[config.mk]
export PLATFORM = sky130hd
export DESIGN_NAME = humidity_temp_frame_decoder
export DESIGN_NICKNAME = d
export VERILOG_FILES = /design/src/hw/rtl/htfd_pkg.sv /design/src/hw/rtl/htfd_front.sv /design/src/hw/rtl/htfd_fifo.sv /design/src/hw/rtl/htfd_back.sv /design/src/hw/rtl/humidity_temp_frame_decoder.sv
export SDC_FILE = /design/constraint.sdc
export NUM_CORES = 1
export LEC_CHECK = 0
export BUFFER_PORTS_ARGS = -buffer_cell sky130_fd_sc_hd__buf_2
export CELL_PAD_IN_SITES_DETAIL_PLACEMENT = 0
export CELL_PAD_IN_SITES_GLOBAL_PLACEMENT = 1
export CORE_MARGIN = 3
export CORE_UTILIZATION = 55
export CTS_CLUSTER_SIZE = 10
export DETAILED_ROUTE_END_ITERATION = 10
export PLACE_DENSITY = 0.84
export SETUP_SLACK_MARGIN = 0.3
export SYNTH_ARGS = -nofsm -noshare
export SYNTH_HDL_FRONTEND = slang
export SYNTH_SLANG_ARGS = --single-unit
[constraint.sdc]
create_clock -name clk -period 12.7 [get_ports clk]
set_input_delay 2.54 -clock clk [delete_from_list [all_inputs] [get_ports clk]]
set_output_delay 2.54 -clock clk [all_outputs]
set_load 0.03 [all_outputs]
[src/hw/rtl/htfd_pkg.sv]
// types, constants and the crc step shared by the frame decoder modules
`timescale 1ns / 1ps
`default_nettype none

package htfd_pkg;

	// position within the reply frame, counts bytes taken so far
	typedef enum logic [2:0] {
		POS_IDLE      = 3'd0,
		POS_HUM_HI    = 3'd1,
		POS_HUM_MID   = 3'd2,
		POS_HUM_LO    = 3'd3,
		POS_TEMP_MID  = 3'd4,
		POS_TEMP_LO   = 3'd5,
		POS_CRC       = 3'd6
	} pos_t;

	typedef enum logic [1:0] {
		ST_OK      = 2'd0,
		ST_CAL_OFF = 2'd1,
		ST_CRC_BAD = 2'd2,
		ST_ZERO    = 2'd3
	} status_t;

	localparam int unsigned RAW_W      = 20;
	localparam int unsigned HUM_C_W    = 14;
	localparam int unsigned TEMP_C_W   = 15;
	localparam int unsigned HUM_SCALE  = 10000;
	localparam int unsigned TEMP_SCALE = 20000;
	localparam int unsigned TEMP_OFFSET = 5000;
	localparam int unsigned HUM_P_W    = RAW_W + 14;
	localparam int unsigned TEMP_P_W   = RAW_W + 15;

	localparam logic [7:0] CRC_INIT = 8'hFF;
	localparam logic [7:0] CRC_POLY = 8'h31;
	localparam int unsigned CAL_BIT = 3;

	// classified frame handed from front to back
	typedef struct packed {
		status_t            code;
		logic [RAW_W-1:0]   hum_raw;
		logic [RAW_W-1:0]   temp_raw;
	} res_t;

	// finished result
	typedef struct packed {
		logic signed [TEMP_C_W-1:0] temp_centi;
		logic [HUM_C_W-1:0]         hum_centi;
		logic [RAW_W-1:0]           temp_raw;
		logic [RAW_W-1:0]           hum_raw;
		status_t                    code;
	} out_t;

	// one byte through crc-8, msb first
	function automatic logic [7:0] crc_feed(input logic [7:0] crc, input logic [7:0] b);
		logic [7:0] v;
		v = crc ^ b;
		for (int k = 0; k < 8; k++) begin
			if (v[7]) begin
				v = {v[6:0], 1'b0} ^ CRC_POLY;
			end else begin
				v = {v[6:0], 1'b0};
			end
		end
		return v;
	endfunction

endpackage

`default_nettype wire

[src/hw/rtl/htfd_front.sv]
// front end: takes frame bytes, runs the crc, builds the codes and classifies the frame
`timescale 1ns / 1ps
`default_nettype none

module htfd_front (
	input  wire logic          clk,
	input  wire logic          arst_n,
	input  wire logic          sensor_type,
	input  wire logic          s_tvalid,
	output logic               s_tready,
	input  wire logic [7:0]    s_tdata,
	input  wire logic          s_tuser,
	input  wire logic          q_full,
	output logic               push,
	output htfd_pkg::res_t     push_item
);

	htfd_pkg::pos_t pos_q, pos_d;
	logic [7:0] crc_q, crc_d;
	logic [7:0] status_q, status_d;
	logic [htfd_pkg::RAW_W-1:0] hum_q, hum_d, temp_q, temp_d;
	logic accept, emit, crc_bad;
	logic [7:0] crc_step;

	assign s_tready = !q_full;
	assign accept   = s_tvalid && s_tready;
	assign crc_step = htfd_pkg::crc_feed(crc_q, s_tdata);

	// next position
	always_comb begin
		pos_d = pos_q;
		if (accept) begin
			if (s_tuser) begin
				pos_d = htfd_pkg::POS_HUM_HI;
			end else begin
				unique case (pos_q)
					htfd_pkg::POS_HUM_HI:   pos_d = htfd_pkg::POS_HUM_MID;
					htfd_pkg::POS_HUM_MID:  pos_d = htfd_pkg::POS_HUM_LO;
					htfd_pkg::POS_HUM_LO:   pos_d = htfd_pkg::POS_TEMP_MID;
					htfd_pkg::POS_TEMP_MID: pos_d = htfd_pkg::POS_TEMP_LO;
					htfd_pkg::POS_TEMP_LO: begin
						pos_d = sensor_type ? htfd_pkg::POS_CRC : htfd_pkg::POS_IDLE;
					end
					default:                pos_d = htfd_pkg::POS_IDLE;
				endcase
			end
		end
	end

	// datapath and emit decision
	always_comb begin
		crc_d    = crc_q;
		status_d = status_q;
		hum_d    = hum_q;
		temp_d   = temp_q;
		emit     = 1'b0;
		crc_bad  = 1'b0;
		if (accept) begin
			if (s_tuser) begin
				status_d = s_tdata;
				crc_d    = htfd_pkg::crc_feed(htfd_pkg::CRC_INIT, s_tdata);
				hum_d    = '0;
				temp_d   = '0;
			end else begin
				unique case (pos_q)
					htfd_pkg::POS_HUM_HI: begin
						hum_d = {s_tdata, 12'd0};
						crc_d = crc_step;
					end
					htfd_pkg::POS_HUM_MID: begin
						hum_d = hum_q | {8'd0, s_tdata, 4'd0};
						crc_d = crc_step;
					end
					htfd_pkg::POS_HUM_LO: begin
						hum_d  = hum_q | {16'd0, s_tdata[7:4]};
						temp_d = {s_tdata[3:0], 16'd0};
						crc_d  = crc_step;
					end
					htfd_pkg::POS_TEMP_MID: begin
						temp_d = temp_q | {4'd0, s_tdata, 8'd0};
						crc_d  = crc_step;
					end
					htfd_pkg::POS_TEMP_LO: begin
						temp_d = temp_q | {12'd0, s_tdata};
						crc_d  = crc_step;
						emit   = !sensor_type;
					end
					htfd_pkg::POS_CRC: begin
						emit    = 1'b1;
						crc_bad = (crc_q != s_tdata);
					end
					default: begin
					end
				endcase
			end
		end
	end

	always_comb begin
		push_item.hum_raw  = hum_d;
		push_item.temp_raw = temp_d;
		priority if (!status_q[htfd_pkg::CAL_BIT]) begin
			push_item.code = htfd_pkg::ST_CAL_OFF;
		end else if (crc_bad) begin
			push_item.code = htfd_pkg::ST_CRC_BAD;
		end else if (!sensor_type && (hum_d == '0 || temp_d == '0)) begin
			push_item.code = htfd_pkg::ST_ZERO;
		end else begin
			push_item.code = htfd_pkg::ST_OK;
		end
	end

	assign push = emit;

	always_ff @(posedge clk or negedge arst_n) begin
		if (!arst_n) begin
			pos_q    <= htfd_pkg::POS_IDLE;
			crc_q    <= htfd_pkg::CRC_INIT;
			status_q <= '0;
			hum_q    <= '0;
			temp_q   <= '0;
		end else begin
			pos_q    <= pos_d;
			crc_q    <= crc_d;
			status_q <= status_d;
			hum_q    <= hum_d;
			temp_q   <= temp_d;
		end
	end

endmodule

`default_nettype wire

[src/hw/rtl/htfd_fifo.sv]
// short queue of classified frames between front and back
`timescale 1ns / 1ps
`default_nettype none

module htfd_fifo #(
	parameter int unsigned DEPTH = 2
) (
	input  wire logic           clk,
	input  wire logic           arst_n,
	input  wire logic           push,
	input  wire htfd_pkg::res_t push_item,
	output logic                full,
	input  wire logic           pop,
	output logic                not_empty,
	output htfd_pkg::res_t      head
);

	localparam int unsigned PTR_W = $clog2(DEPTH);
	localparam int unsigned CNT_W = $clog2(DEPTH + 1);
	localparam logic [PTR_W-1:0] LAST = PTR_W'(DEPTH - 1);
	localparam logic [CNT_W-1:0] FULL_CNT = CNT_W'(DEPTH);

	htfd_pkg::res_t mem_q [DEPTH];
	logic [PTR_W-1:0] wr_q, rd_q;
	logic [CNT_W-1:0] cnt_q;

	assign full      = (cnt_q == FULL_CNT);
	assign not_empty = (cnt_q != '0);
	assign head      = mem_q[rd_q];

	always_ff @(posedge clk) begin
		if (push) begin
			mem_q[wr_q] <= push_item;
		end
	end

	always_ff @(posedge clk or negedge arst_n) begin
		if (!arst_n) begin
			wr_q  <= '0;
			rd_q  <= '0;
			cnt_q <= '0;
		end else begin
			if (push) begin
				wr_q <= (wr_q == LAST) ? '0 : wr_q + 1'b1;
			end
			if (pop) begin
				rd_q <= (rd_q == LAST) ? '0 : rd_q + 1'b1;
			end
			if (push && !pop) begin
				cnt_q <= cnt_q + 1'b1;
			end else if (pop && !push) begin
				cnt_q <= cnt_q - 1'b1;
			end
		end
	end

`ifndef NO_ASSERTIONS
	a_cnt_range: assert property (@(posedge clk) disable iff (!arst_n)
		cnt_q <= FULL_CNT)
		else $error("queue count beyond depth");

	a_no_overflow: assert property (@(posedge clk) disable iff (!arst_n)
		push |-> !full)
		else $error("push into full queue");

	a_no_underflow: assert property (@(posedge clk) disable iff (!arst_n)
		pop |-> not_empty)
		else $error("pop from empty queue");

	a_ptr_track: assert property (@(posedge clk) disable iff (!arst_n)
		(cnt_q == '0) |-> (wr_q == rd_q))
		else $error("pointers disagree on empty queue");
`endif

endmodule

`default_nettype wire

[src/hw/rtl/htfd_back.sv]
// back end: scales the raw codes and holds the result for the output side
`timescale 1ns / 1ps
`default_nettype none

module htfd_back (
	input  wire logic          clk,
	input  wire logic          arst_n,
	input  wire logic          q_valid,
	input  wire htfd_pkg::res_t q_item,
	output logic               pop,
	output logic               m_valid,
	input  wire logic          m_ready,
	output htfd_pkg::out_t     m_item
);

	logic valid_s1, valid_q, out_adv, ld_s1;
	htfd_pkg::res_t item_s1;
	logic [htfd_pkg::HUM_P_W-1:0]  hum_prod_s1;
	logic [htfd_pkg::TEMP_P_W-1:0] temp_prod_s1;
	logic [htfd_pkg::TEMP_C_W-1:0] temp_sc;
	htfd_pkg::out_t out_q;

	assign out_adv = !valid_q || m_ready;
	assign ld_s1   = !valid_s1 || out_adv;
	assign pop     = q_valid && ld_s1;

	assign temp_sc = temp_prod_s1[htfd_pkg::TEMP_P_W-1 -: htfd_pkg::TEMP_C_W];

	always_ff @(posedge clk) begin
		if (ld_s1) begin
			item_s1      <= q_item;
			hum_prod_s1  <= htfd_pkg::HUM_P_W'(q_item.hum_raw)
				* htfd_pkg::HUM_P_W'(htfd_pkg::HUM_SCALE);
			temp_prod_s1 <= htfd_pkg::TEMP_P_W'(q_item.temp_raw)
				* htfd_pkg::TEMP_P_W'(htfd_pkg::TEMP_SCALE);
		end
		if (out_adv) begin
			out_q.code       <= item_s1.code;
			out_q.hum_raw    <= item_s1.hum_raw;
			out_q.temp_raw   <= item_s1.temp_raw;
			out_q.hum_centi  <= hum_prod_s1[htfd_pkg::HUM_P_W-1 -: htfd_pkg::HUM_C_W];
			out_q.temp_centi <= $signed(temp_sc
				- htfd_pkg::TEMP_C_W'(htfd_pkg::TEMP_OFFSET));
		end
	end

	always_ff @(posedge clk or negedge arst_n) begin
		if (!arst_n) begin
			valid_s1 <= 1'b0;
			valid_q  <= 1'b0;
		end else begin
			if (ld_s1) begin
				valid_s1 <= q_valid;
			end
			if (out_adv) begin
				valid_q <= valid_s1;
			end
		end
	end

	assign m_valid = valid_q;
	assign m_item  = out_q;

endmodule

`default_nettype wire

[src/hw/rtl/humidity_temp_frame_decoder.sv]
// top level of the humidity and temperature reply frame decoder
`timescale 1ns / 1ps
`default_nettype none

// decodes the sensor's measurement reply one byte per item: a status byte (tuser high marks
// it and starts a new frame), five bytes carrying 20-bit humidity and temperature codes, and
// for sensor_type 1 a crc-8 byte (poly 0x31, init 0xff) checked over the first six bytes.
// one result per complete frame, with both raw codes, both values in hundredths and a status:
// 0 ok, 1 calibration bit clear, 2 crc mismatch, 3 zero reading (older type only).
// a byte is taken every cycle while the queue has room; the front end does the crc and
// field build in the accepting cycle, the back end multiplies in one stage and registers
// the result. the queue of QUEUE_DEPTH frames lets the byte side keep running while the
// result side stalls, until the queue fills. sensor_type is sampled as the sixth byte
// arrives; a start mark mid-frame drops the unfinished frame.
module humidity_temp_frame_decoder #(
	parameter int unsigned QUEUE_DEPTH = 2
) (
	input  wire logic        clk,
	input  wire logic        arst_n,
	// configuration: sensor_type
	input  wire logic        cfg_valid,
	output logic             cfg_ready,
	input  wire logic [0:0]  cfg_data,
	// frame bytes
	input  wire logic        s_tvalid,
	output logic             s_tready,
	input  wire logic [7:0]  s_tdata,   // [7:0] rx_byte
	input  wire logic        s_tuser,   // [0] first_byte
	// results
	output logic             m_tvalid,
	input  wire logic        m_tready,
	// [1:0] status_code, [21:2] humidity_raw, [41:22] temperature_raw,
	// [55:42] humidity_centi, [70:56] temperature_centi, [71] zero
	output logic [71:0]      m_tdata
);

	logic sensor_type_q;
	logic q_full, q_push, q_pop, q_not_empty;
	htfd_pkg::res_t push_item, head;
	htfd_pkg::out_t out_item;

	// configuration register, always ready
	assign cfg_ready = 1'b1;

	always_ff @(posedge clk or negedge arst_n) begin
		if (!arst_n) begin
			sensor_type_q <= 1'b0;
		end else if (cfg_valid && cfg_ready) begin
			sensor_type_q <= cfg_data[0];
		end
	end

	// byte intake, crc and classification
	htfd_front u_front (
		.clk         (clk),
		.arst_n      (arst_n),
		.sensor_type (sensor_type_q),
		.s_tvalid    (s_tvalid),
		.s_tready    (s_tready),
		.s_tdata     (s_tdata),
		.s_tuser     (s_tuser),
		.q_full      (q_full),
		.push        (q_push),
		.push_item   (push_item)
	);

	// decoupling queue
	htfd_fifo #(
		.DEPTH (QUEUE_DEPTH)
	) u_fifo (
		.clk       (clk),
		.arst_n    (arst_n),
		.push      (q_push),
		.push_item (push_item),
		.full      (q_full),
		.pop       (q_pop),
		.not_empty (q_not_empty),
		.head      (head)
	);

	// scaling and output register
	htfd_back u_back (
		.clk     (clk),
		.arst_n  (arst_n),
		.q_valid (q_not_empty),
		.q_item  (head),
		.pop     (q_pop),
		.m_valid (m_tvalid),
		.m_ready (m_tready),
		.m_item  (out_item)
	);

	// pack the result, status code in the lowest bits
	assign m_tdata = {1'b0, out_item.temp_centi, out_item.hum_centi,
		out_item.temp_raw, out_item.hum_raw, out_item.code};

endmodule

`default_nettype wire

# --- After elaboration in Yosys (flattened, before gate mapping) ---
# Memory sizes are Yosys's and may differ from the RTL's.
# Cells that the tools add are included.
word_totals:
  register_bits: 235
  ram_bits: 84
  out_inout_bits: 75
  word_cells: 137
  memories: 1
op_classes:
  addsub: 5
  n_mul: 2
  eq_ne: 8
  muxes: 56
  n_bitwise: 22
  n_reduce_logical: 22
mem_list:
  columns: ["name", "words", "word_bits", "rd", "rd_ports_with_merged_regs", "wr", "line_no", "text"]
  rows:
  - ["u_fifo.mem_q", 2, 42, 1, 0, 1, "htfd_fifo.sv:23", "htfd_pkg::res_t mem_q [DEPTH];"]
ops:
  columns: ["op", "count"]
  rows:
  - ["8-bit 2-to-1 mux", 16]
  - ["20-bit case mux with 3 select lines", 2]
  - ["6-bit 2-to-1 mux", 16]
  - ["20-bit 2-to-1 mux", 4]
  - ["20-bit by 10-bit multiplier with 30-bit output (second input constant)", 2]
  - ["3-bit NOT", 16]
  - ["20-bit logical NOT", 2]
  - ["20-bit by 12-bit OR with 20-bit output", 1]
  - ["20-bit by 16-bit OR with 20-bit output", 1]
  - ["20-bit by 4-bit OR with 20-bit output", 1]
  - ["20-bit by 8-bit OR with 20-bit output", 1]
  - ["3-bit case mux with 5 select lines", 1]
  - ["15-bit by 13-bit subtractor with 15-bit output (second input constant)", 1]
  - ["2-bit 2-to-1 mux", 5]
  - ["3-bit == test (second input constant)", 3]
  - ["1-bit 2-to-1 mux", 9]
  - ["8-bit inequality test", 1]
  - ["8-bit NOT", 1]
  - ["8-bit XOR", 1]
  - ["3-bit by 2-bit == test with 1-bit output (second input constant)", 2]
  - ["1-bit logical NOT", 6]
  - ["3-bit 2-to-1 mux", 2]
  - ["2-bit nonzero test", 3]
  - ["1-bit logical AND", 5]
  - ["9 further kinds", 13]

# --- Depth between registers and ports, before layout ---
logic_depth:
  word_depth: 32
  mapped_depth: 24
  ltp_nobuf: 21

# --- Modules after synthesis ---
# A second synthesis with hierarchy kept.
unflattened:
  hier_cells: 1283
  hier_area_um2: 16722.3
modules_own_cells:
  columns: ["mod", "n_inst", "cells_per_inst", "area_per_inst_um2", "seq_area_each_um2"]
  rows:
  - ["htfd_back", 1, 827, 10331.2, 4314.1]
  - ["htfd_fifo", 1, 147, 3422.0, 2622.5]
  - ["htfd_front", 1, 303, 2906.5, 1311.3]
  - ["humidity_temp_frame_decoder", 1, 6, 62.6, 25.0]

# --- Least setup slack after synthesis ---
# OpenSTA, ideal clock, no wires.
synth_path:
  path_type: "input-to-reg"
  startpoint: "in s_tvalid"
  endpoint: "mem u_fifo.mem_q[0][0] in the netlist's numbering, enable pin"
  t_arrival_ps: 7225
  slack_ps: 4929
  stages: 5
  path_buffers: 1
  cell_sequence: "inv_1 -> nor2_1 -> clkbuf_1 -> nand2_1 -> nor4_1"
synth_via:
  elab_chain_cells: 4
synth_rtl:
  columns: ["item", "line_no", "text"]
  rows:
  - ["from (decl)", "humidity_temp_frame_decoder.sv:25", "input wire logic s_tvalid,"]
  - ["1-bit logical AND", "htfd_front.sv:26", "assign accept = s_tvalid && s_tready;"]
  - ["1-bit 2-to-1 mux", "htfd_front.sv:58", "if (accept) begin"]
  - ["1-bit 2-to-1 mux", "htfd_fifo.sv:32", "if (push) begin"]
  - ["1-bit 2-to-1 mux (not written as such)", "htfd_fifo.sv:33", "mem_q[wr_q] <= push_item;"]
  - ["to (decl)", "htfd_fifo.sv:23", null]
# No other way between the ends.

==> tab_implementation.tex <==
\begin{tabular}{lr}
\hline
Metric & Value \\
\hline
\multicolumn{2}{l}{\textbf{Global route}} \\
Total GRT Usage & 19.3\% \\
First-pass GRT wire length & 48,300 um \\
Via count of the first global-routing pass & 9,522 \\
Maximum number of pins on one net before global-route repair & 69 \\
Aggregate global routing overflow & 0 \\
Number of antenna violations at the first check in global routing & 0 \\
\multicolumn{2}{l}{\textbf{Critical path}} \\
Worst Setup Start Kind & flop \\
Path type of the worst setup path & reg -> reg \\
CP Data Arrival Time & 6.24 ns \\
Biggest fanout along the worst timing path & 35 \\
Critical Path, Cell by Cell & buf\_4, mux2\_2, fa\_1, ha\_1, fa\_1, ha\_1, inv\_1, fa\_1, inv\_1, ha\_1, a21o\_1, a211oi\_1, nand3\_1, a2bb2oi\_1, a41oi\_1, o211ai\_1, a31oi\_1, xnor2\_1 \\
Start point of the critical path & u\_fifo.rd\_q \\
Crit path largest cell delay & 0.61 ns \\
Critical path data required time & 12.95 ns \\
Reg2Reg Launch Point & u\_fifo.rd\_q \\
Cell at the slowest stage of the critical path & dfrtp\_2 \\
Endpoint kind of the worst setup timing path & flop \\
\multicolumn{2}{l}{\textbf{STA}} \\
Number of max-slew violations in the final report & 0 \\
Worst slew margin & 24.3\% \\
Total Negative Setup Slacks & 0 ns \\
Final number of setup-violating endpoints & 0 \\
Hold violation count in the final report & 0 \\
Worst Tran Pin Value & 1.14 ns \\
Period Utilization, post-route & 47.2\% \\
Achievable clock frequency & 167 MHz \\
Setup clock skew after layout & 0.00972 ns \\
Unrepaired setup endpoints after global routing & false \\
Min Tclk post-route & 5.99 ns \\
Final worst setup slack & 6.71 ns \\
\multicolumn{2}{l}{\textbf{CTS}} \\
Skew-Pair Late Insertion Delay & 0.50 ns \\
Number of hold buffers added after CTS & 0 \\
Total CTS buffers & 35 \\
Clock Tree Root & clkbuf\_16 \\
Reg clk slew, reported paths & 0.06 ns \\
TritonCTS clock tree & done \\
Total of cells resized after clock tree synthesis & 0 \\
Maximum clock path buffer count & 3 \\
Setup Buffers After CTS & 0 \\
Deepest level of the CTS H-tree & 2 \\
Clock Sinks & 285 \\
\multicolumn{2}{l}{\textbf{Die}} \\
Top-Level Pins & 90 \\
Row count & 62 \\
Initial Util & 56.2\% \\
Die X & 178 um \\
Die height & 178 um \\
Placeable core region & 28,900 um2 \\
Area of the die & 31,600 um2 \\
\multicolumn{2}{l}{\textbf{Layout}} \\
Antenna diode count & 0 \\
P\&R area growth vs syn & 11.4\% \\
Final nets & 1,626 \\
Fraction of final layout cells with drive strength greater than 1 & 12.5\% \\
Commonest non-fill, non-tap cell in the layout & edfxtp\_1 \\
Leading cell types in the layout, fill and taps excluded & edfxtp\_1 (226), inv\_1 (184), ha\_1 (166) \\
Fin cells & 1,768 \\
\multicolumn{2}{l}{\textbf{Hold path}} \\
HP Class & reg -> reg \\
Startpoint of the tightest hold check path & u\_back.item\_s1[4] \\
\multicolumn{2}{l}{\textbf{Detailed routing}} \\
Avg Vias per Cell & 5.31 \\
DR iter-0 viols & 503 \\
Count of nets left with antenna violations after detail routing & 0 \\
Wire length per cell after detailed routing & 16.5 um \\
Post-detailed-route DRC marker count & 0 \\
Vias after detailed routing & 9,389 \\
Count of TritonRoute iterations in the first routing pass & 5 \\
Detailed Route WL & 29,200 um \\
\multicolumn{2}{l}{\textbf{Logic synthesis}} \\
Number of distinct library cells after synthesis & 63 \\
Avg Inst Size Synth & 12.8 um2 \\
Proportion of register bits with asynchronous set or reset after synthesis & 20.7\% \\
Mapped cell area & 16,200 um2 \\
Most instantiated flip-flop cell in the synthesis netlist & edfxtp\_1 \\
Share of the yosys chip area belonging to registers & 51.0\% \\
Count of yosys warnings during synthesis & 0 \\
Synth Instances & 1,263 \\
Number of enable-type register cells in the synthesized netlist & 226 \\
Flops \& latches, synth & 285 \\
Syn nets & 1,531 \\
\multicolumn{2}{l}{\textbf{Place}} \\
Cell count after placement & 1,705 \\
Number of port buffers & 87 \\
Detailed placement HPWL & 21,000 um \\
Routability congestion estimate & 0.844 \\
Post-Place Setup Slack & 6.63 ns \\
\multicolumn{2}{l}{\textbf{Run status}} \\
Result of the run & finished, final reports clean \\
\multicolumn{2}{l}{\textbf{Run}} \\
Number of max-capacitance violations reported & 0 \\
\hline
\end{tabular}
## state kept, by name, summed over array words and instances, names as in the netlist, 8 cells and up
signal and cells:
u_back.m_item 71, u_fifo.mem_q 84, u_front.hum_q 20, u_front.temp_q 20
u_back.hum_prod_s1 14, u_front.crc_q 8, u_back.item_s1 42, u_back.temp_prod_s1 15
## through the flow
step,utilization (%),hold WS [ns],cell area [um2]
finish,62.6,0.411,18100
detailed placement,59.0,0.405,17000
floorplan,-,0.400,16200
CTS,62.6,0.408,18100
global placement,59.0,0.401,17000
global route,62.6,0.417,18100
## layer usage
layer	GRT usage (%)	up-vias	part of all wire, %
met5	0	-	0
met4	6.09	0	2.3
met3	2.67	45	4.7
met2	30.9	227	46
met1	27.6	4554	47
li1	-	4563	-
## synthesized netlist by cell type (6+ instances only)
master	count	share of area [%]
a21o_1	14	0.65
a21oi_1	69	2.1
a31oi_1	18	0.69
and2_0	6	0.23
clkbuf_1	24	0.56
dfrtp_1	51	7.9
dfstp_2	8	1.3
edfxtp_1	226	42
fa_1	87	11
ha_1	166	13
inv_1	184	4.3
mux2_2	13	0.90
mux2i_1	36	2.2
nand2_1	47	1.1
nand2b_1	10	0.39
nand3_1	18	0.56
nor2_1	55	1.3
nor3_1	8	0.25
nor4_1	6	0.23
o21ai_0	43	1.3
xnor2_1	48	2.6
xor2_1	39	2.1
## critical path: cells and delay by family (launching register included)
kind            cells  cell delay, ns
flops               1            0.61
simple gates        1            0.10
buf+inv             3            0.60
xor+xnor            1            0.08
fa+ha+maj           6            2.31
mux                 1            0.50
compound gates      6            1.52
## logic make-up after synthesis
group,count (synthesis),synth area share [%]
buffers and inverters,220,5.30
other,2,0.0463
AND/OR/NAND/NOR,192,5.99
XOR/XNOR,87,4.70
AO/OA/AOI/OAI,175,6.27
adder cells (fa/ha/maj),253,23.5
multiplexers,49,3.13
flip-flops,285,51.0
## area by class of cell
| type | count | area, um2 |
|---|---|---|
| Fill cell | 2251 | 10800 |
| Sequential cell | 285 | 8270 |
| Clock inverter | 2 | 13.8 |
| Timing Repair Buffer | 93 | 480 |
| Clock buffer | 61 | 1030 |
| Inverter | 185 | 694 |
| Tap cell | 384 | 480 |
| Multi-Input combinational cell | 758 | 7100 |
## worst paths after layout
check	slack (ns)	endpoint	cells past startpoint
worst max-delay path	6.71	u_back.temp_prod_s1[32]	18
worst min-delay path	0.41	u_back.m_item[26]	0
worst max register to register	6.71	u_back.temp_prod_s1[32]	18
worst min register to register	0.41	u_back.m_item[26]	0
max in group asynchronous	9.95	u_fifo.rd_q	2
min in group asynchronous	2.20	sensor_type_q	2
Power is not shown: default switching activity piles up to over one toggle a cycle in this logic, so the estimate is an artifact.
